--- src/rtl/core/catrom_ram.sv ---
module catrom_ram #(
  parameter int WIDTH = 32,
  parameter int DEPTH = 64
) (
  input  logic                     clk,
  input  logic                     we,
  input  logic [$clog2(DEPTH)-1:0] waddr,
  input  logic [WIDTH-1:0]         wdata,
  input  logic [$clog2(DEPTH)-1:0] raddr,
  output logic [WIDTH-1:0]         rdata
);
  logic [WIDTH-1:0] mem [DEPTH];

  always_ff @(posedge clk) begin
    if (we) begin
      mem[waddr] <= wdata;
    end
    rdata <= mem[raddr];
  end
endmodule

--- config.mk ---
export PLATFORM = sky130hd
export DESIGN_NAME = catrom_ram
export DESIGN_NICKNAME = d
export VERILOG_FILES = /design/src/rtl/core/catrom_ram.sv
export SDC_FILE = /design/constraint.sdc
export NUM_CORES = 2
export LEC_CHECK = 0
export BUFFER_PORTS_ARGS = -buffer_cell sky130_fd_sc_hd__clkbuf_2
export CAP_MARGIN = 20
export CORE_MARGIN = 1.5
export CORE_UTILIZATION = 35
export DETAILED_ROUTE_END_ITERATION = 7
export SYNTH_ARGS = -nofsm -noshare
export SYNTH_HDL_FRONTEND = slang
export SYNTH_SLANG_ARGS = --single-unit
--- constraint.sdc ---
create_clock -name clk -period 5.2 [get_ports clk]
set_input_delay 0.26 -clock clk [delete_from_list [all_inputs] [get_ports clk]]
set_output_delay 0.26 -clock clk [all_outputs]
set_load 0.01 [all_outputs]
======== After elaboration in Yosys (flattened, before gate mapping) ========
Memory sizes are Yosys's and may differ from the RTL's. A register that Yosys moved wholly into a read port is not among the register bits.
Index checks and enable logic that the tools add are counted.
operators by class
  mux-type cells .......................... 2
operator list
  cell               count
  two-way mux 1 bit  2
storage, ports and cells
  flip-flop bits (word level) ............. 0
  bits in writable memories ............... 2048
  output and inout bits ................... 32
  logic and storage cells ................. 3
  memories ................................ 1
memory list
  name  words  bits a word  rd ports  clocked after Yosys merged registers in  write ports  line  source
  mem   64     32           1         1                                        1            12    logic [WIDTH-1:0] mem [DEPTH];

======== Longest topological paths before layout ========
  word-level depth ........................ 2
  depth in mapped cells ................... 10
  gate-level depth less buffers ........... 5

======== Least setup slack after synthesis ========
Ideal clock, no wire load.
  path type ............................... in2reg
  start ................................... in waddr[3]
  end ..................................... mem mem[48][0] (enable)
  library setup time ...................... 0.461 ns
  arrival time ............................ 2.959 ns
  setup slack ............................. 1.780 ns
  stages on the path ...................... 4
  buffers on the path ..................... 1
  cells stage by stage .................... clkbuf_1 nor2b_1 nand4b_1 nor3_1
RTL lines
  what         line  source
  from (decl)  7     input logic [$clog2(DEPTH)-1:0] waddr,
  to (decl)    12
No word-level cell before the write port.

======== Worst setup path in the final report ========
  start ................................... in waddr[1]
  end ..................................... mem mem[63][12] (enable)
No word-level cell before the write port.

==> results.md <==
- Status: completed
- Worst min-delay path class: input pin to register
- RSZ-0062 raised after global routing: no
- Syn Inst Count: roughly 3300
- Leakage power: around 28 nW
- Worst Path Max Fanout: 22
- CP bufs+invs: 3
- Largest net degree at the start of global routing: 85
- Routed metal-1 wire length: around 80000 um
- FILL cells: a little under 20000
- Slew @ Worst Pin: between 1 and 1.5 ns
- Setup violators final: 0
- Worst skew pair latency: 0.84 ns
- Worst Skew: roughly 0.031 ns
- Seq cells post-synth: approximately 2100
- Post-Syn Area per Cell: ~24 um2
- Clock Sinks: between 2000 and 2500
- Reg2Reg Setup Slack: roughly 2.6 ns
- Layout overhead on the synthesized area: 14.5%
- Reg2Reg Depth: 5
- Hold slack: around 0.088 ns
- Crit end category: register
- Min Tclk post-route: roughly 3.0 ns
- Period utilisation layout: between 50% and 60%
- Hold Path Sink: mem[29][31]
- Fin nets: 3631
- Achievable Freq: between 300 and 400 MHz
- Post-CTS Hold Buffers: 2
- CTS root buf: clkbuf_16
- Die area: about 0.23 mm2
- WP data required: approximately 5.7 ns
- Top-count cell post-synth: edfxtp_1
- Total global-route track usage: 18.4%
- Worst IR drop on VDD: between 200 and 300 uV
- Die W: roughly 480 um
- Synth area leader: edfxtp_1
- Die Y: roughly 480 um
- Vias/cell: approximately 5.5
- Worst path slowest cell: nor2_4
- Arrival time worst endpoint: roughly 3.5 ns
- Power density over cell area: ~380 mW/mm2
- Synthesized area: between 0.07 and 0.08 mm2
- CP Launch Type: input pin
- Multi-input logic area: between 0.015 and 0.02 mm2
- Gpl congestion: a little over 0.8
- Max-cap violations: 0
- Drt drc: 0
- Buffers on Ports: 77
- Pins Over Slew Limit: 0
- Critical Path, Cell by Cell: dlygate4sd3_1 > clkbuf_2 > nand4_1 > nor2_4 > buf_4
- Mean routed wirelength per cell: between 30 and 40 um
- Number of global-route vias before repair: approximately 37000
- Total I/O pin count: slightly below 80
- Via count: around 37000
- Met2 WL: 103000 um
- CTS Buffer Depth: 3
- Drt pass-1 iters: 5
- Critical path's top delay family: simple AND/OR/NAND/NOR gates
- Async SR Flop Fraction: 0%
- Clock transition at the registers of the reported paths: about 0.06 ns
- Initial antenna violation count: 20
- Final hold violation count: 0
- CTS resizes: 0
- Post-CTS setup buffers: 0
- YS warnings: 0
- Placeable Area: around 0.22 mm2
- RR Endpoint: rdata[2]
- Number of synthesized flops with an enable pin: between 2000 and 2500
- Synthesized Nets: roughly 3400
- Final setup TNS: 0 ns
- Met3 wire len: 19800 um
- Top cell type's share of synthesized area: between 70% and 80%
- Yosys cell types: 34
- 1st-iter DRT viols: 4871
- Register Area: around 0.062 mm2
- Sequential element share of the synthesized area: 79.1%
- Starting Density: a little over a third
- Drt total wl: around 210000 um
- Top post-synthesis cells by area: edfxtp_1 (78%), mux4_2 (16%), mux2i_1 (1.2%)
- Worst flop-to-flop path startpoint: mem[34][2]
- CP peak stage delay: between 1 and 1.5 ns
- Critical path depth in cells: 5
- First-pass GRT wire length: about 290000 um
- TritonCTS clock tree: done
- Min-delay src: wdata[31]
- CP Class: input pin to register
- Row cnt: roughly 170
- Relative slew slack: ~14%
- TritonCTS buffer count: ~190
- Share of post-route cells with drive strength above 1: around 30%
- Highest routed layer: met4
- Final ANT Viol Nets: 0
- Synth cell count leaders: edfxtp_1 (2048), mux4_2 (544), nor2_1 (137)
- Final HPWL from detailed placement: approximately 120000 um
- H-Tree Depth: 4
- Worst Hold Depth: 2
- Primary FF master, synth: edfxtp_1
- GR Overflow Total: 0
[routing by layer]
metal,global-route usage (%),vias up
met5,0.924,-
met4,6.21,0
met3,4.88,275
met2,30.0,1546
met1,23.7,20200
li1,-,14800
[final cells by class]
cell class,count,share of cell area [%]
clock buffer,247,5.83
antenna,13,0.0362
sequential,2080,69.1
clock inverter,104,0.995
tap,2975,4.14
multi-input combinational,1062,17.8
timing repair buffer,249,2.13
[how the worst max path moves through the flow]
stage | start | endpoint | slack (ns)
final | waddr[1] | mem[63][12] | 2.20
after global routing | waddr[1] | mem[63][7] | 2.09
after CTS | waddr[1] | mem[63][12] | 2.24
after detailed placement | raddr[0] | rdata[28] | 1.47
after global placement | raddr[0] | rdata[28] | 1.46
after floorplan | waddr[3] | mem[48][0] | 1.78
[worst register-to-register path, delay by kind of cell (launching register included)]
family | cells | cell delay (ns)
muxes | 1 | 0.46
DFF | 1 | 0.38
and+or+nand+nor | 1 | 0.17
AOI/OAI and AO/OA | 3 | 1.45
[cells by family (layout without fill, tap and decap cells)]
logic type,after synthesis,count (layout),share of synthesized area (%)
buf+inv,182,600,1.13
simple gates,223,223,1.27
other cells,0,13,0
mux,637,637,16.8
compound gates,202,202,1.67
flops,2080,2080,79.1
[registers in the layout (all words and copies together), names as in the netlist]
signal,count
mem,2048
rdata,32
[layout by cell type (no fill, tap or decap), types with 27 or more instances in the layout]
master,n
clkbuf_1,42
mux4_2,544
o22ai_1,84
clkbuf_16,201
a21oi_1,62
dfxtp_1,32
o221ai_1,27
clkinv_1,35
nor2_4,62
buf_4,156
edfxtp_1,2048
mux2i_1,93
clkbuf_2,73
clkinv_2,43
nor2_1,75
[through the flow]
step           utilization [%]  std cells  setup slack, ns  total power (W)  area, um2
5_1_grt                   40.4       6722             2.09           0.0353      89900
2_1_floorplan                -       3324             1.78           0.0199      78500
3_5_place_dp              37.6       6360             1.47           0.0209      83600
3_3_place_gp              37.6       6360             1.46           0.0208      83600
4_1_cts                   40.3       6713             2.24           0.0346      89800
6_report                  40.4       6730             2.20           0.0344      89900
[power breakdown]
| part | internal [W] | switching, W | total [W] |
|---|---|---|---|
| Combinational | 0.000634 | 0.00116 | 0.00180 |
| Clock | 0.00784 | 0.00608 | 0.0139 |
| Sequential | 0.0186 | 0.000123 | 0.0187 |
| Total | 0.0270 | 0.00736 | 0.0344 |
Power figures use the tool's default switching activity.
