### src/rtl/core/catrom_pkg.sv
package catrom_pkg;

  localparam int MAX_NODES_DEF = 64;
  localparam int CNT_W = 7;
  localparam int VAL_W = 32;
  localparam int IDX_W = 6;
  localparam int W_W = 20;
  localparam int SPAN_W = 33;
  localparam int PROD_W = 54;
  localparam int DVD_W = 51;
  localparam int DVS_W = 33;
  localparam int T_W = 17;
  localparam int BAS_W = 52;
  localparam int W_MAX = 524287;
  localparam int W_MIN = -524288;

  typedef enum logic [4:0] {
    ST_IDLE, ST_LO, ST_HI, ST_SRCH, ST_CMP, ST_X0, ST_X1, ST_XM, ST_XP,
    ST_TDIV, ST_MUL1, ST_MUL2, ST_BASIS, ST_AMUL, ST_ADIV, ST_AWAIT,
    ST_BMUL, ST_BDIV, ST_BWAIT, ST_FINAL
  } state_t;

  typedef enum logic {
    REQ_LOAD  = 1'b0,
    REQ_QUERY = 1'b1
  } req_kind_t;

  typedef struct packed {
    logic             start;
    logic [DVD_W-1:0] dividend;
    logic [DVS_W-1:0] divisor;
  } div_req_t;

  typedef struct packed {
    logic busy;
    logic done;
  } div_sts_t;

  // Drops 32 fraction bits, rounding half away from zero.
  function automatic logic signed [W_W-1:0] round32(input logic signed [BAS_W-1:0] v);
    logic [BAS_W-1:0] m;
    logic [BAS_W-1:0] r;
    m = v[BAS_W-1] ? BAS_W'(-v) : BAS_W'(v);
    r = (m + (BAS_W'(1) << 31)) >> 32;
    return v[BAS_W-1] ? W_W'(-r) : W_W'(r);
  endfunction

  function automatic logic signed [W_W-1:0] sat_w(input logic signed [PROD_W-1:0] v);
    if (v > PROD_W'(W_MAX)) begin
      return W_W'(W_MAX);
    end else if (v < PROD_W'(W_MIN)) begin
      return W_W'(W_MIN);
    end
    return W_W'(v);
  endfunction

endpackage

### src/rtl/core/catrom_div.sv
// Restoring unsigned divider, one quotient bit per cycle.
module catrom_div import catrom_pkg::*; (
  input  logic             clk,
  input  logic             rst,
  input  div_req_t         ctl,
  output div_sts_t         sts,
  output logic [DVD_W-1:0] quotient
);
  localparam int CW = $clog2(DVD_W + 1);

  logic [DVS_W-1:0] rem;
  logic [DVS_W-1:0] dvs;
  logic [CW-1:0]    cnt;
  logic [DVS_W:0]   trial;
  logic             fits;

  assign trial = {rem, quotient[DVD_W-1]};
  assign fits  = trial >= {1'b0, dvs};

  always_ff @(posedge clk) begin
    if (rst) begin
      sts <= '0;
      cnt <= '0;
    end else if (ctl.start) begin
      sts.busy <= 1'b1;
      sts.done <= 1'b0;
      cnt      <= CW'(DVD_W);
    end else if (sts.busy) begin
      cnt <= cnt - 1'b1;
      if (cnt == CW'(1)) begin
        sts.busy <= 1'b0;
        sts.done <= 1'b1;
      end
    end else begin
      sts.done <= 1'b0;
    end
  end

  always_ff @(posedge clk) begin
    if (ctl.start) begin
      rem      <= '0;
      dvs      <= ctl.divisor;
      quotient <= ctl.dividend;
    end else if (sts.busy) begin
      rem      <= fits ? DVS_W'(trial - {1'b0, dvs}) : trial[DVS_W-1:0];
      quotient <= {quotient[DVD_W-2:0], fits};
    end
  end
endmodule

### config.mk
export PLATFORM = sky130hd
export DESIGN_NAME = catrom_div
export DESIGN_NICKNAME = d
export VERILOG_FILES = /design/src/rtl/core/catrom_pkg.sv /design/src/rtl/core/catrom_div.sv
export SDC_FILE = /design/constraint.sdc
export NUM_CORES = 1
export LEC_CHECK = 0
export BUFFER_PORTS_ARGS = -buffer_cell sky130_fd_sc_hd__buf_4
export CAP_MARGIN = 20
export CORE_ASPECT_RATIO = 1.4
export CORE_MARGIN = 8
export CORE_UTILIZATION = 60
export DETAILED_ROUTE_END_ITERATION = 12
export PLACE_DENSITY = 0.88
export SYNTH_ARGS = -nofsm -noshare
export SYNTH_HDL_FRONTEND = slang
export SYNTH_SLANG_ARGS = --single-unit
export TNS_END_PERCENT = 1
### constraint.sdc
create_clock -name clk -period 5.6 [get_ports clk]
set_input_delay 0.28 -clock clk [delete_from_list [all_inputs] [get_ports clk]]
set_output_delay 0.28 -clock clk [all_outputs]
set_load 0.01 [all_outputs]
* Yosys cells after proc, flatten, opt, wreduce, memory -nomap -nowiden
Index checks and enable logic that the tools add are counted.
W data, S select, Z words.
** Cells by class
- Magnitude comparators :: 1
- Add/sub/neg operators :: 2
- Muxes and demuxes :: 9
- Reductions and logical operators :: 3
- Eq/ne operators :: 1
- Bitwise logic cells :: 1
** Operator list (count)
- $mux W51 :: 2
- $ge A34 B33 Y1 :: 1
- $mux W33 :: 1
- $sub A33 B33 Y33 :: 1
- $mux W6 :: 2
- $eq A6 B1 Y1 const B :: 1
- $sub A6 B1 Y6 const B :: 1
- $mux W2 :: 2
- $reduce_or A3 Y1 :: 1
- $mux W1 :: 2
- $reduce_bool A2 Y1 :: 1
- $reduce_or A2 Y1 :: 1
- $not A1 Y1 :: 1
** Word-level totals
- Bits in registers :: 125
- Output and inout bits :: 53
- Word-level logic and storage cells :: 24

* Longest topological paths before layout
Gate-level depths: netlist of run 1.
- Depth in word-level cells :: 4
- Depth in mapped cells :: 13

* Worst setup path before layout of run 1
Ideal clock, no wire load.
- Path type :: register to register
- From :: register quotient[50]
- To :: register quotient[0] (data pin)
- Data required time :: 5.340 ns
- Setup time :: 0.260 ns
- Arrival time :: 2.580 ns
- Path slack :: 2.761 ns
- Stages on the path, launching flop included :: 13
- Path buffers :: 0
- Cell sequence :: edfxtp_1 inv_1 ha_1 inv_1 fa_1 a21o_1 a221oi_2 or3_4 nand3_4 nand3_4 a21o_2 nand2_1 mux2_2
** Between the ends
- Longest elaborated chain between the ends :: 3
** Ends and longest elaborated chain
- from (decl) :: RTL line catrom_div.sv:7 : output logic [DVD_W-1:0] quotient
- from (signal assigned) :: RTL line catrom_div.sv:43 : quotient <= ctl.dividend;
- from (signal assigned) :: RTL line catrom_div.sv:46 : quotient <= {quotient[DVD_W-2:0], fits};
- $ge A34 B33 Y1 :: RTL line catrom_div.sv:18 : assign fits = trial >= {1'b0, dvs};
- $mux W51 :: RTL line catrom_div.sv:44 : end else if (sts.busy) begin
- $mux W51 :: RTL line catrom_div.sv:40 : if (ctl.start) begin
Every way passes these cells. The select of a mux whose other input is x is not followed.
A chain may end at the register's enable or synchronous reset.

* Worst setup path after layout of run 1
Same ends and word-level chain as after synthesis.

==> impl_summary.txt, run 1 <==
----------------------------------------------------
[Logic synthesis]
  Post-Synthesis Net Count ... 808
  Dominant combinational cell family by area after synthesis ... compound AO/OA/AOI/OAI gates
  Warning count from the yosys run ... 0
  Multiplexer share of the synthesized area ... 8.026%
  Number of synthesized flops with an enable pin ... 84
  Dominant register cell in the synthesized netlist ... edfxtp_1
  Count of cell types in the netlist ... 65
  Synthesized area divided by synthesized cell count ... 10.45 um^2
  Number of synthesized register bits ... 125
  Fraction of the yosys area taken by sequential cells ... 46.72%
  Gate Count Post-Synth ... 685
  Post-Syn Area ... 0.007156 mm^2
  Xor and xnor area share after synthesis ... 3.794%
  Share of synthesized cell area in full adder, half adder and majority cells ... 6.400%
  Compound-cell area share of the yosys netlist ... 17.17%
  Synth Area in Simple Gates ... 12.57%
  Async SR Flop Fraction ... 0%

[STA]
  Setup-violating endpoint count in the final report ... 0
  Transition time at the pin with the least slew margin ... 1.058 ns
  Rel. slew slack ... 29.36%
  Min setup slack post-route ... 1.990 ns
  Fin crit share ... 64.46%
  Unrepaired setup endpoints after global routing ... false
  Post-layout minimum cycle time ... 3.610 ns
  Highest Clock Rate ... 0.2770 GHz
  Largest clock skew in the final design ... 0.01131 ns
  Aggregate negative setup slack ... 0 ns
  Final max-slew violation count ... 0
  Endpoints failing hold ... 0

[Setup path]
  Type of origin of the critical path ... register
  Crit path kind ... register to register
  Arrival time worst endpoint ... 3.79 ns
  Worst R2R Path Depth ... 12
  Largest fanout of any net on the critical path ... 33
  Nature of the critical path endpoint ... register
  Worst EP required ... 5.78 ns

[Power and ir drop]
  VDD IR max ... 0.2025 mV
  Final Power ... 2.765 mW
  Static leakage power ... 3.720 nW
  Pwr dens ... 314.1 mW/mm^2

[Clock tree]
  TritonCTS clock tree ... yes
  Quantity of gates resized following cts ... 0
  Latest clock arrival within the worst-skew pair ... 0.43 ns
  Clock net sink count ... 125
  Clock edge transition at the registers on the reported setup and hold paths ... 0.07 ns
  Bufs on Longest Clock Path ... 2
  Root Buffer Master ... clkbuf_16
  CTS H-Tree Depth ... 4
  TritonCTS Buffers ... 17
  Hold-fix buffers, CTS ... 0
  Setup Buffers After CTS ... 0

[Cells and area]
  Final instance count without filler cells ... 968
  # nets final ... 931
  # fillers ... 772
  Cell area after layout ... 0.008802 mm^2
  Antenna diode count ... 0
  Growth of design area from synthesis to finish ... 23.01%
  Proportion of layout cells with a drive suffix above 1 ... 29.23%

[Hold path]
  Hold Path Stages ... 1
  Type of the worst min-delay path ... input pin to register

[GRT]
  Maximum number of pins on one net before global-route repair ... 52
  Number of antenna violations at the first check in global routing ... 0
  Overall global routing resource usage ... 26.01%
  Via count of the first global-routing pass ... 6526
  Total congestion overflow after global routing ... 0
  Wire length of the first global-routing pass ... 32400 um

[Placement]
  HPWL reported at the end of detailed placement ... 14200 um
  Pre-CTS WS ... 2.114 ns
  IO Port Bufs ... 139
  Number of placed cells counting well taps ... 936
  Cell Area, Placed ... 0.008202 mm^2
  Last weighted congestion value of the routability-driven placer ... 0.9102

[Die]
  I/O pin count ... 140
  Initial core utilization ... 60.84%
  Total number of placement rows ... 47
  Vertical die dimension ... 145.2 um
  Core area ... 0.01176 mm^2
  Area of the die ... 0.01573 mm^2
  Die extent in x ... 108.3 um

[Drt]
  Drt first-iter violations ... 490
  Post-detailed-route DRC marker count ... 0
  Count of TritonRoute iterations in the first routing pass ... 5
  Total number of vias ... 6157
  Routed wirelength normalized by instance count ... 20.90 um
  Routed Antenna Nets ... 0
  Vias per Instance ... 6.361
  Drt total wl ... 20230 um

[Job]
  Max-cap viol count ... 0

[Status]
  Result of the run ... complete, no violations

----------------------------------------------------
[cell families after synthesis]
logic type,count (synthesis)
multiplexers,51
AND/OR/NAND/NOR,183
AO/OA/AOI/OAI,176
buffers and inverters,83
adder cells (fa/ha/maj),36
flip-flops,125
XOR/XNOR,31
[sequential cells by signal, summed over array words and instances (netlist names)]
signal	count
sts	2
quotient	51
cnt	6
rem	33
dvs	33
[area by class of cell]
type,count,area [um^2],share of cell area (%)
Tap cell,147,183.9,2.090
Clock buffer,17,425.4,4.833
Multi-Input combinational cell,477,3432,38.99
Inverter,43,161.4,1.834
Sequential cell,125,3343,37.98
Timing Repair Buffer,144,1081,12.28
Clock inverter,15,175.2,1.990
[worst paths after layout]
kind,endpoint,from,slack (ns)
max reg2reg,quotient[0],quotient[50],1.99
min reg2reg,rem[22],rem[22],0.50
min,dvs[17],ctl[17],0.03
max,quotient[0],quotient[50],1.99
[layer usage]
metal  share of wire (%)  GRT usage (%)  wire [um]  vias to the layer above
li1                    -              -          -                     2800
met5                   0              0          0                        -
met4                 3.7          11.96        756                        0
met1                  34          26.11       6847                     2908
met2                  53          45.93      10640                      366
met3                 9.8          9.486       1990                       83
[where the power goes]
part | total (mW) | switching (mW) | internal (mW)
logic | 0.502 | 0.268 | 0.234
clock network | 1.14 | 0.473 | 0.670
registers | 1.12 | 0.0457 | 1.07
[cells in the final DEF, fill, tap and decap left out, types with 18 or more instances in the layout]
| cell | Yosys | routed |
|---|---|---|
| nor2_1 | 52 | 52 |
| o21ai_0 | 23 | 23 |
| buf_4 | 1 | 144 |
| ha_1 | 35 | 35 |
| nand2_1 | 45 | 45 |
| a21oi_1 | 37 | 37 |
| o21ai_1 | 18 | 18 |
| nand3_1 | 31 | 31 |
| dfxtp_1 | 41 | 41 |
| inv_1 | 43 | 42 |
| mux2_2 | 51 | 51 |
| xnor2_1 | 19 | 19 |
| a311oi_1 | 20 | 20 |
| edfxtp_1 | 84 | 84 |
[Yosys cell counts (2+ instances only)]
cell / instances / area [um^2]
o21bai_1: 9 / 67.56
edfxtp_1: 84 / 2522
nand4_1: 7 / 43.79
nor4_1: 3 / 18.77
o211ai_1: 4 / 30.03
nor2_1: 52 / 195.2
xnor2_1: 19 / 166.4
a31oi_1: 4 / 25.02
nand3_1: 31 / 155.2
inv_1: 43 / 161.4
and3_1: 5 / 31.28
o21ai_1: 18 / 90.09
nor2b_1: 5 / 31.28
o311ai_0: 2 / 17.52
o21a_1: 4 / 30.03
a2111oi_0: 2 / 17.52
a21o_1: 16 / 120.1
buf_6: 7 / 78.83
o21ai_0: 23 / 115.1
clkbuf_1: 20 / 75.07
mux2_2: 51 / 574.3
nand3_4: 2 / 35.03
dfxtp_1: 41 / 820.8
o31a_1: 2 / 17.52
a32oi_1: 3 / 26.28
nand2_1: 45 / 168.9
xor2_1: 12 / 105.1
and2_1: 6 / 37.54
o31ai_1: 9 / 67.56
o221ai_1: 2 / 17.52
a41oi_1: 5 / 43.79
buf_2: 7 / 35.03
a311oi_1: 20 / 175.2
nor3_1: 13 / 65.06
a21oi_1: 37 / 185.2
ha_1: 35 / 437.9
buf_1: 4 / 15.01
o2111ai_1: 2 / 17.52
a221oi_2: 2 / 30.03
a21boi_0: 2 / 15.01
or3_1: 3 / 18.77
[critical path, stage by stage (launching register included)]
cell,delay [ns]
edfxtp_1,0.38
inv_1,0.10
ha_1,0.17
inv_1,0.07
fa_1,0.41
a21o_1,0.22
a221oi_2,0.44
or3_4,0.24
nand3_4,0.09
nand3_4,0.12
a21o_2,0.58
nand2_1,0.20
mux2_2,0.32
[stage by stage]
stage	utilization (%)	hold slack, ns
5_1_grt	74.84	0.01751
3_3_place_gp	69.73	0.4579
3_5_place_dp	69.73	0.4593
6_report	74.84	0.02870
2_1_floorplan	-	0.3789
4_1_cts	74.84	0.02326
No activity file was read; power rests on OpenSTA's default activity.
==> inputs of run 2 (changes only) <==
Settings changed: ABC_AREA set to 1, CORE_UTILIZATION 60 to 57, PLACE_DENSITY 0.88 to 0.83.
Clock period 5.6 ns to 3.4 ns, I/O delays scaled along.
==> impl_summary.txt, run 2 <==
----------------------------------------------------
[Status]
  Result of the run ... complete, no violations

[STA]
  Fin crit share ... 74.96% (+11 points)
  Highest Clock Rate ... 0.3924 GHz (+42%)
  Largest clock skew in the final design ... 0.01072 ns (-0.0005926 ns)
  Transition time at the pin with the least slew margin ... 0.9611 ns (-0.09700 ns)
  Post-layout minimum cycle time ... 2.549 ns (-1.061 ns)
  Setup-violating endpoint count in the final report ... 0 (unchanged)
  Endpoints failing hold ... 0 (unchanged)
  Rel. slew slack ... 35.85% (+6.5 points)
  Aggregate negative setup slack ... 0 ns (unchanged)
  Final max-slew violation count ... 0 (unchanged)
  Unrepaired setup endpoints after global routing ... false

[Setup path]
  Largest fanout of any net on the critical path ... 36 (+9.1%)
  Arrival time worst endpoint ... 2.91 ns (-0.88 ns)
  Reg2Reg Capture Point ... rem[22]
  Nature of the critical path endpoint ... register
  Launching point of the worst reg2reg path ... quotient[50]
  Crit path kind ... register to register
  Worst EP required ... 3.77 ns (-2.01 ns)
  Worst R2R Path Depth ... 13 (+1)
  Type of origin of the critical path ... register
  Flop2flop setup slack ... 0.85 ns (-1.14 ns)

[Cells and area]
  Most common cell after layout, fill and taps aside ... nand2_1
  Most used cells in the layout excluding fill and tap cells ... 475 x nand2_1, 184 x inv_1, 146 x buf_4
  Max FFs per register ... 51 (unchanged)
  Largest registers ranked by flip-flop count ... quotient x51, dvs x33, rem x33
  Cell area after layout ... 0.01015 mm^2 (+15%)
  Antenna diode count ... 0 (unchanged)
  # nets final ... 1414 (+52%)
  Proportion of layout cells with a drive suffix above 1 ... 17.41% (-12 points)
  Register bank with the most flops ... quotient
  Growth of design area from synthesis to finish ... 26.53%

[Hold path]
  Worst hold path endpoint ... quotient[34]
  Type of the worst min-delay path ... input pin to register
  Hold Path Origin ... ctl[67]
  Hold Path Stages ... 3 (+2)

[Clock tree]
  Clock edge transition at the registers on the reported setup and hold paths ... 0.07 ns (about the same)
  Setup Buffers After CTS ... 0 (unchanged)
  Latest clock arrival within the worst-skew pair ... 0.42 ns (about the same)
  TritonCTS clock tree ... yes
  Quantity of gates resized following cts ... 0 (unchanged)
  CTS H-Tree Depth ... 4 (unchanged)
  TritonCTS Buffers ... 17 (unchanged)
  Root Buffer Master ... clkbuf_16
  Bufs on Longest Clock Path ... 2 (unchanged)
  Clock net sink count ... 125 (unchanged)
  Hold-fix buffers, CTS ... 34 (+34)

[Logic synthesis]
  Synthesized area divided by synthesized cell count ... 7.176 um^2 (-31%)
  Warning count from the yosys run ... 0 (unchanged)
  Count of cell types in the netlist ... 40 (-38%)
  Share of Yosys cell area claimed by the top area cell type ... 31.44% (-3.8 points)
  Most used standard cell by instance count after synthesis ... nand2_1
  Post-Synthesis Net Count ... 1241 (+54%)
  Dominant combinational cell family by area after synthesis ... simple AND/OR/NAND/NOR gates
  Synth Area in Simple Gates ... 36.56% (+24 points)
  Number of synthesized register bits ... 125 (unchanged)
  Multiplexer share of the synthesized area ... 0% (-8.0 points)
  Post-Syn Area ... 0.008023 mm^2 (+12%)
  Synth cell count leaders ... 475 x nand2_1, 185 x inv_1, 84 x edfxtp_1
  Async SR Flop Fraction ... 0% (unchanged)
  Compound-cell area share of the yosys netlist ... 3.166% (-14 points)
  Number of synthesized flops with an enable pin ... 84 (unchanged)
  Share of synthesized cell area in full adder, half adder and majority cells ... 5.708% (-0.69 points)
  Fraction of the yosys area taken by sequential cells ... 41.67% (-5.0 points)
  Cell type contributing the most total cell area after synthesis ... edfxtp_1
  Dominant register cell in the synthesized netlist ... edfxtp_1
  Gate Count Post-Synth ... 1118 (+63%)
  Xor and xnor area share after synthesis ... 1.856% (-1.9 points)
  Area contributors post-synth ... edfxtp_1 31%, nand2_1 22%, dfxtp_1 10%, inv_1 8.7%, ha_1 5.5%

[Drt]
  Vias per Instance ... 5.091 (-20%)
  Routed Antenna Nets ... 0 (unchanged)
  Drt first-iter violations ... 497 (+1.4%)
  Post-detailed-route DRC marker count ... 0 (unchanged)
  Count of TritonRoute iterations in the first routing pass ... 5 (unchanged)
  Total number of vias ... 7580 (+23%)
  Routed wirelength normalized by instance count ... 15.62 um (-25%)
  Drt total wl ... 23260 um (+15%)

[Power and ir drop]
  Pwr dens ... 429.5 mW/mm^2 (+37%)
  VDD IR max ... 0.3299 mV (+63%)
  Static leakage power ... 5.378 nW (+45%)

[GRT]
  Overall global routing resource usage ... 26.90% (+0.89 points)
  Total congestion overflow after global routing ... 0 (unchanged)
  Via count of the first global-routing pass ... 7906 (+21%)
  GR Util met3 ... 8.562% (-0.92 points)
  GR met2 Demand/Resource ... 47.24% (+1.3 points)
  Maximum number of pins on one net before global-route repair ... 54 (+3.8%)
  Number of antenna violations at the first check in global routing ... 0 (unchanged)
  Highest-utilization routing layer at the global route stage ... met2
  Wire length of the first global-routing pass ... 37940 um (+17%)
  Met1 routing resource usage after global routing ... 28.57% (+2.5 points)

[Placement]
  Last weighted congestion value of the routability-driven placer ... 1.040 (+14%)
  Cell Area, Placed ... 0.009188 mm^2 (+12%)
  IO Port Bufs ... 139 (unchanged)
  HPWL reported at the end of detailed placement ... 17070 um (+20%)

[Die]
  Die extent in x ... 116.3 um (+7.4%)
  I/O pin count ... 140 (unchanged)
  Initial core utilization ... 57.94% (-2.9 points)
  Area of the die ... 0.01818 mm^2 (+16%)
  Vertical die dimension ... 156.4 um (+7.7%)
  Core area ... 0.01385 mm^2 (+18%)
  Total number of placement rows ... 51 (+8.5%)

[Job]
  Max-cap viol count ... 0 (unchanged)

----------------------------------------------------
run 2: cell type report:
class,count,area [um^2]
Multi-Input combinational cell,774,3796
Fill cell,1103,3696
Sequential cell,125,3343
Timing Repair Buffer,181,1446
Inverter,192,720.7
Clock buffer,17,425.4
Tap cell,185,231.5
Clock inverter,15,187.7
run 2: logic make-up after synthesis:
| group | after synthesis |
|---|---|
| compound gates | 45 |
| simple gates | 676 |
| xor+xnor | 17 |
| fa+ha+maj | 36 |
| buf+inv | 219 |
| flops | 125 |
run 2: routing by layer:
metal	up-vias	wire length [um]
li1	3814	-
met1	3419	8991
met2	293	11650
met3	54	1824
met4	0	786
met5	-	0
run 2: how the worst max path moves through the flow:
stage                 start           to  cells after the start  slack, ns
2_1_floorplan        sts[1]  quotient[0]                      3       0.71
3_3_place_gp   quotient[50]      rem[22]                     13       0.93
3_5_place_dp   quotient[50]      rem[22]                     13       0.89
4_1_cts        quotient[50]      rem[22]                     13       0.87
5_1_grt        quotient[50]       rem[2]                     13       0.69
6_report       quotient[50]      rem[22]                     13       0.85
run 2: stage by stage:
step                      setup WS (ns)  utilization (%)  std cells  hold WS [ns]  power (mW)
after detailed placement         0.8861            66.35       1422        0.3494       2.420
final                            0.8513            73.31       1489       0.01114       4.360
after CTS                        0.8670            73.24       1488      0.001576       4.365
after floorplan                  0.7064                -       1118        0.2394       2.134
after global routing             0.6920            73.31       1489      0.004232       4.504
after global placement           0.9326            66.35       1422        0.3478       2.410
run 2: critical path: stages, from the launching register on:
cell,delay [ns]
edfxtp_1,0.39
inv_1,0.10
ha_1,0.14
inv_1,0.08
fa_1,0.46
nand3_1,0.14
nand3_2,0.14
nand2_2,0.12
nand2_4,0.07
nand2_8,0.22
nand2_8,0.23
nand2_1,0.14
nand3_1,0.13
nand2_1,0.09
run 2: power breakdown:
| part | switching (mW) | internal (mW) |
|---|---|---|
| sequential | 0.0577 | 1.75 |
| combinational | 0.347 | 0.278 |
| clock | 0.758 | 1.17 |
| total | 1.16 | 3.20 |
